### src/rtl/disc_coverage_count_update_macros.svh
// Assertion macros used by the disc coverage count RTL.
`ifndef DISC_COVERAGE_COUNT_UPDATE_MACROS_SVH
`define DISC_COVERAGE_COUNT_UPDATE_MACROS_SVH

// Same-cycle implication, disabled while reset is asserted.
`define DCCU_ASSERT_IMP(lbl, clk, rstn, ante, cons) \
  lbl: assert property (@(posedge clk) disable iff (!(rstn)) (ante) |-> (cons)) \
    else $error("assertion failed");

// Next-cycle implication, disabled while reset is asserted.
`define DCCU_ASSERT_NXT(lbl, clk, rstn, ante, cons) \
  lbl: assert property (@(posedge clk) disable iff (!(rstn)) (ante) |=> (cons)) \
    else $error("assertion failed");

`endif

### src/rtl/dccu_pkg.sv
// Types, codes and defaults for the disc coverage count block.
`timescale 1ns / 1ps

package dccu_pkg;

  localparam int MAX_WIDTH_DEF  = 64;
  localparam int MAX_HEIGHT_DEF = 64;
  localparam int MAX_RADIUS_DEF = 7;

  localparam logic [15:0] COUNT_MAX = 16'hFFFF;

  localparam logic       CMD_STAMP = 1'b0;
  localparam logic       CMD_READ  = 1'b1;
  localparam logic [1:0] DELTA_UP   = 2'b01;
  localparam logic [1:0] DELTA_DOWN = 2'b11;

  localparam logic [1:0] REG_MAP_WIDTH  = 2'd0;
  localparam logic [1:0] REG_MAP_HEIGHT = 2'd1;
  localparam logic [1:0] REG_RADIUS     = 2'd2;

  localparam logic [6:0] MAP_WIDTH_RST  = 7'd64;
  localparam logic [6:0] MAP_HEIGHT_RST = 7'd64;
  localparam logic [2:0] RADIUS_RST     = 3'd3;

  typedef enum logic [2:0] {
    ST_CLEAR,
    ST_IDLE,
    ST_RDWAIT,
    ST_STAMP,
    ST_DRAIN,
    ST_DONE
  } state_e;

  // Current disc offset from the walk sequencer (two's complement dj, dk).
  typedef struct packed {
    logic       active;
    logic       last;
    logic       hit;
    logic [4:0] dj;
    logic [4:0] dk;
  } offset_t;

endpackage

### src/rtl/dccu_disc_walk.sv
// Offset sequencer: steps (dj,dk) over the square and tests each against the disc.
`timescale 1ns / 1ps

module dccu_disc_walk (
  input  logic             clk_i,
  input  logic             rst_ni,
  input  logic             start_i,
  input  logic [3:0]       radius_i,
  output dccu_pkg::offset_t off_o
);

  logic       active_q, active_d;
  logic [4:0] j_q, j_d;
  logic [4:0] k_q, k_d;
  logic [3:0] r_q, r_d;

  logic [4:0] r_pos, r_neg;
  logic [3:0] abs_j, abs_k;
  logic [7:0] sq_j, sq_k, sq_r;
  logic [8:0] dist_sq;
  logic       k_end, last;

  assign r_pos = {1'b0, r_q};
  assign r_neg = 5'(~r_pos + 5'd1);

  // Squared distance compare, one offset per cycle
  always_comb begin
    abs_j   = j_q[4] ? 4'(~j_q + 5'd1) : j_q[3:0];
    abs_k   = k_q[4] ? 4'(~k_q + 5'd1) : k_q[3:0];
    sq_j    = 8'(abs_j) * 8'(abs_j);
    sq_k    = 8'(abs_k) * 8'(abs_k);
    sq_r    = 8'(r_q) * 8'(r_q);
    dist_sq = 9'(sq_j) + 9'(sq_k);
    k_end   = (k_q == r_pos);
    last    = k_end && (j_q == r_pos);
  end

  always_comb begin
    active_d = active_q;
    j_d      = j_q;
    k_d      = k_q;
    r_d      = r_q;
    if (start_i) begin
      active_d = 1'b1;
      r_d      = radius_i;
      j_d      = 5'(~{1'b0, radius_i} + 5'd1);
      k_d      = 5'(~{1'b0, radius_i} + 5'd1);
    end else if (active_q) begin
      if (last) begin
        active_d = 1'b0;
      end else if (k_end) begin
        k_d = r_neg;
        j_d = 5'(j_q + 5'd1);
      end else begin
        k_d = 5'(k_q + 5'd1);
      end
    end
  end

  always_ff @(posedge clk_i or negedge rst_ni) begin
    if (!rst_ni) begin
      active_q <= 1'b0;
      j_q      <= '0;
      k_q      <= '0;
      r_q      <= '0;
    end else begin
      active_q <= active_d;
      j_q      <= j_d;
      k_q      <= k_d;
      r_q      <= r_d;
    end
  end

  assign off_o.active = active_q;
  assign off_o.last   = active_q && last;
  assign off_o.hit    = (dist_sq <= 9'(sq_r));
  assign off_o.dj     = j_q;
  assign off_o.dk     = k_q;

endmodule
### config.mk
export PLATFORM = sky130hd
export DESIGN_NAME = dccu_disc_walk
export DESIGN_NICKNAME = d
export VERILOG_FILES = /design/src/rtl/disc_coverage_count_update_macros.svh /design/src/rtl/dccu_pkg.sv /design/src/rtl/dccu_disc_walk.sv
export SDC_FILE = /design/constraint.sdc
export NUM_CORES = 1
export LEC_CHECK = 0
export ABC_AREA = 1
export BUFFER_PORTS_ARGS = -buffer_cell sky130_fd_sc_hd__buf_2
export CAP_MARGIN = 10
export CORE_MARGIN = 3
export CORE_UTILIZATION = 30
export CTS_BUF_LIST = sky130_fd_sc_hd__clkbuf_16
export CTS_CLUSTER_DIAMETER = 40
export DETAILED_ROUTE_END_ITERATION = 16
export GPL_TIMING_DRIVEN = 1
export SLEW_MARGIN = 40
export SYNTH_ARGS = -nofsm -noshare
export SYNTH_HDL_FRONTEND = slang
export SYNTH_SLANG_ARGS = --single-unit
### constraint.sdc
create_clock -name clk_i -period 8 [get_ports clk_i]
set_clock_uncertainty 0.15 [all_clocks]
set_input_delay 0.8 -clock clk_i [delete_from_list [all_inputs] [get_ports clk_i]]
set_output_delay 0.8 -clock clk_i [all_outputs]
set_load 0.005 [all_outputs]
## Yosys cells after proc, flatten, opt, wreduce, memory -nomap -nowiden

Cells that the tools add are included.

- Bits in registers: 15
- Input bits: 7
- Output and inout port bits: 13

- Add/sub/neg operators: 7
- Multipliers: 3
- $lt $le $gt $ge: 1
- Eq/ne operators: 3
- Muxes and demuxes: 13
- Bitwise gates (word level): 4
- Reductions and logical operators: 6

Operators by type and width:

| kind | count |
|---|---|
| $mux W5 | 8 |
| $mul A4 B4 Y8 | 3 |
| $add A5 B1 Y5 const B | 4 |
| $eq A5 B4 Y1 | 2 |
| $not A4 Y5 | 2 |
| $add A8 B8 Y9 | 1 |
| $le A9 B8 Y1 | 1 |
| $add A4 B1 Y4 const B | 2 |
| $mux W4 | 2 |
| $not A4 Y4 | 2 |
| $reduce_bool A2 Y1 | 2 |
| $mux W1 | 3 |
| $reduce_and A3 Y1 | 1 |
| $logic_and A1 B1 Y1 | 2 |
| $ne A2 B2 Y1 const B | 1 |
| $reduce_and A2 Y1 | 1 |

## Logic depth before layout (Yosys ltp)

- Depth in word-level cells: 6
- Depth in mapped cells: 25

## Worst setup path after synthesis

Ideal clock, no wire load.

- Kind: flip-flop to output port
- Start: register j_q[0]
- End: output off_o[10] (netlist name)
- Data arrival time: 4.832 ns
- Data required time: 7.050 ns
- Slack: 2.218 ns
- Stages on the path, launching flop included: 21
- Path buffers: 0
- Path through: dfrtp_1 -> inv_1 -> ha_1 -> nand2_1 -> o21ai_0 -> nand2_1 -> fa_1 -> fa_1 -> fa_1 -> inv_1 -> fa_1 -> ha_1 -> fa_1 -> ha_1 -> nand2_1 -> nor3b_1 -> a21oi_1 -> o21ai_0 -> a21oi_1 -> nor2_1 -> nor2_1

RTL lines:

| element | RTL line | source |
|---|---|---|
| start, declared | dccu_disc_walk.sv:13 | `logic [4:0] j_q, j_d;` |
| start signal, assigned | dccu_disc_walk.sv:68 | `j_q <= j_d;` |
| end, declared | dccu_disc_walk.sv:9 | `output dccu_pkg::offset_t off_o` |

==> impl_metrics.json <==
{
  "outcome": "finished, final reports clean",
  "dpl_cell_area_mm2": 0.002450,
  "drive_above_1_share": 0.1468,
  "fill_cells": 823,
  "via_per_inst": 4.622,
  "endpoint": "off_o[10]",
  "drtPass1Iterations": 4,
  "max_freq_mhz": 152.9,
  "drtIter0Drc": 90,
  "cts.hold.buffers_added": 0,
  "ir_worst_vdd_mv": 0.1628,
  "multi_input_area_mm2": 0.001649,
  "tightest_slew_ns": 0.5635,
  "cts_setup_buffers": 0,
  "syn_nets": 361,
  "syn_area_mm2": 0.002260,
  "relSlewSlack": 0.6204,
  "r2r_cells": 11,
  "htreeDepth": 1,
  "final_antenna_net_count": 0,
  "wl_per_cell_um": 11.84,
  "dpl.cell_count": 422,
  "p_leak_nw": 1.366,
  "critical_path.startpoint": "j_q[0]",
  "final_max_slew_viol_count": 0,
  "place.gp.congestion": 0.8358,
  "ys_types": 33,
  "rsz0062_at_grt": "false",
  "clk_pin_slew_ns": 0.05,
  "arrival_ns": 5.59,
  "start_util": 0.3099,
  "critPathKind": "reg -> out",
  "powerDensity_mw_per_mm2": 373.8,
  "hold_slack_ns": 0.3084,
  "ff2ff_setup_slack_ns": 5.80,
  "maxCapViolCount": 0,
  "dieHeight_um": 92.79,
  "num_rows": 31,
  "synth-warning-count": 0,
  "timing.rr.end": "k_q[2]",
  "io_pins": 20,
  "fin_crit_ns": 6.539,
  "clockRootBuffer": "clkbuf_16",
  "setup-violations-final": 0,
  "synthCells": 309,
  "hold_viol_final": 0,
  "grt_use_total": 0.1217,
  "r2r_start": "r_q[0]",
  "dieArea_mm2": 0.008610,
  "grt_max_degree": 18,
  "routed_wl_um": 5043,
  "fin_crit_sh": 0.8173,
  "total_power_uw": 945.2,
  "coreArea_mm2": 0.007292,
  "dp.final_hpwl_um": 4259,
  "grt_pass1_vias": 1858,
  "ff_latch_area_um2": 375.4,
  "fin_cells": 426,
  "crit_required_ns": 7.05,
  "hold_class": "in -> async",
  "port_buffers": 19,
  "seq_area_frac_synth": 0.1661,
  "start_kind": "register",
  "synth_area_per_cell_um2": 7.313,
  "grt_first_pass_wirelength_um": 8673,
  "dr_total_vias": 1969,
  "insertion_delay_ns": 0.24,
  "yosys_register_bits": 15,
  "antenna_found_initial": 0,
  "cts_max_path_buffers": 2,
  "cts_buffers": 3,
  "drcViolationCount": 0,
  "cts.sinks": 15,
  "cp_max_fo": 9,
  "gr-total-overflow": 0,
  "die_w_um": 92.79,
  "stdcell_area_mm2": 0.002529,
  "cts_resized": 0,
  "final.setup.tns_ns": 0,
  "syn2layout_area_growth_pct": 11.90,
  "antenna_cells": 0,
  "endpoint_kind": "primary output",
  "num-nets-final": 380,
  "cts_tree": "done"
}
-- state kept, by name, indices dropped and copies added (netlist names) --
name / count
j_q: 5
r_q: 4
k_q: 5
active_q: 1
-- report_power, final --
group | leakage [nW] | total, mW | switching [mW] | internal (mW)
sequential | 0.177 | 0.109 | 0.0218 | 0.0867
clock | 0.0423 | 0.0961 | 0.0299 | 0.0662
combinational | 1.15 | 0.740 | 0.421 | 0.319
total | 1.37 | 0.945 | 0.473 | 0.472
-- layout make-up --
class / instances / share of cell area
multi-input cells: 234 / 0.6522
flip-flops and latches: 15 / 0.1484
inverters: 55 / 0.08164
well taps: 99 / 0.04899
repair buffers: 19 / 0.03761
clock buffers: 3 / 0.02969
clock inverters: 1 / 0.001484
-- how the worst min path moves through the flow --
stage	from	depth (start not counted)	slack [ns]	end
global placement	k_q[3]	2	0.48	k_q[3]
detailed placement	k_q[3]	2	0.47	k_q[3]
finish	rst_ni	1	0.31	k_q[4]
global route	rst_ni	1	0.32	k_q[4]
CTS	rst_ni	1	0.32	active_q
floorplan	rst_ni	0	0.35	active_q
-- cells in the final DEF (no fill, tap or decap) --
cell       instances
nor2_2             1
nand2_1           70
xor2_1             8
dfrtp_1           15
fa_1              12
inv_2              6
a21o_1             1
nand4_1            6
nor2_1            24
o21ai_1            4
nand3_4            1
xnor2_1            3
nand3_2            1
nor3_1             4
o21bai_1           2
nor2_8             1
nor3b_1            1
inv_1             50
nor2_4             4
nand2_2            4
nand3_1            9
or2_0              1
a21oi_1           16
o31ai_1            2
nand2_4            2
a211o_1            1
o21ai_2            6
buf_2             19
o21ai_0           17
clkbuf_16          3
ha_1              33
-- stage by stage --
step	utilization	worst slack, ns
3_3_place_gp	0.3360	1.917
4_1_cts	0.3468	1.457
2_1_floorplan	-	2.218
5_1_grt	0.3468	1.027
6_report	0.3468	1.461
3_5_place_dp	0.3360	1.741
-- routing by layer --
| metal | part of all wire | up-vias | GRT usage |
|---|---|---|---|
| met2 | 0.46 | 21 | 0.1962 |
| met4 | 0.0020 | 0 | 0.01832 |
| met5 | 0 | - | 0 |
| met3 | 0.018 | 2 | 0.01219 |
| met1 | 0.52 | 925 | 0.1785 |
| li1 | - | 1021 | - |
-- worst max-delay path: stages (launching register included) --
cell and delay, ns:
dfrtp_1 0.52, inv_1 0.16, ha_1 0.32, nand2_1 0.05, o21ai_0 0.17, nand2_1 0.18
fa_1 0.52, fa_1 0.44, fa_1 0.54, inv_1 0.06, fa_1 0.47, ha_1 0.24
fa_1 0.43, ha_1 0.31, nand2_1 0.06, nor3b_1 0.27, a21oi_1 0.11, o21ai_0 0.15
a21oi_1 0.09, nor2_1 0.09, nor2_1 0.04, buf_2 0.12
-- cell usage after synthesis, drive strengths merged --
master	instances	area share
o31ai	2	0.0066
ha	33	0.18
clkbuf	2	0.0039
buf	3	0.0089
xnor2	3	0.012
xor2	8	0.031
nor2	30	0.071
nand4	6	0.017
nand2	76	0.14
dfrtp	15	0.17
inv	55	0.091
fa	12	0.11
nor3b	1	0.0033
o21bai	2	0.0066
a211o	1	0.0039
a21oi	16	0.035
or2	1	0.0028
nand3	11	0.032
nor3	4	0.0089
o21ai	27	0.070
a21o	1	0.0033
-- logic make-up (layout without fill, tap and decap cells) --
family	count (synthesis)	after routing	share of synthesized area
simple gates	129	129	0.2724
buf+inv	60	78	0.1041
compound gates	49	49	0.1257
fa+ha+maj	45	45	0.2890
flops	15	15	0.1661
xor+xnor	11	11	0.04264
(Power assumes the default switching activity.)
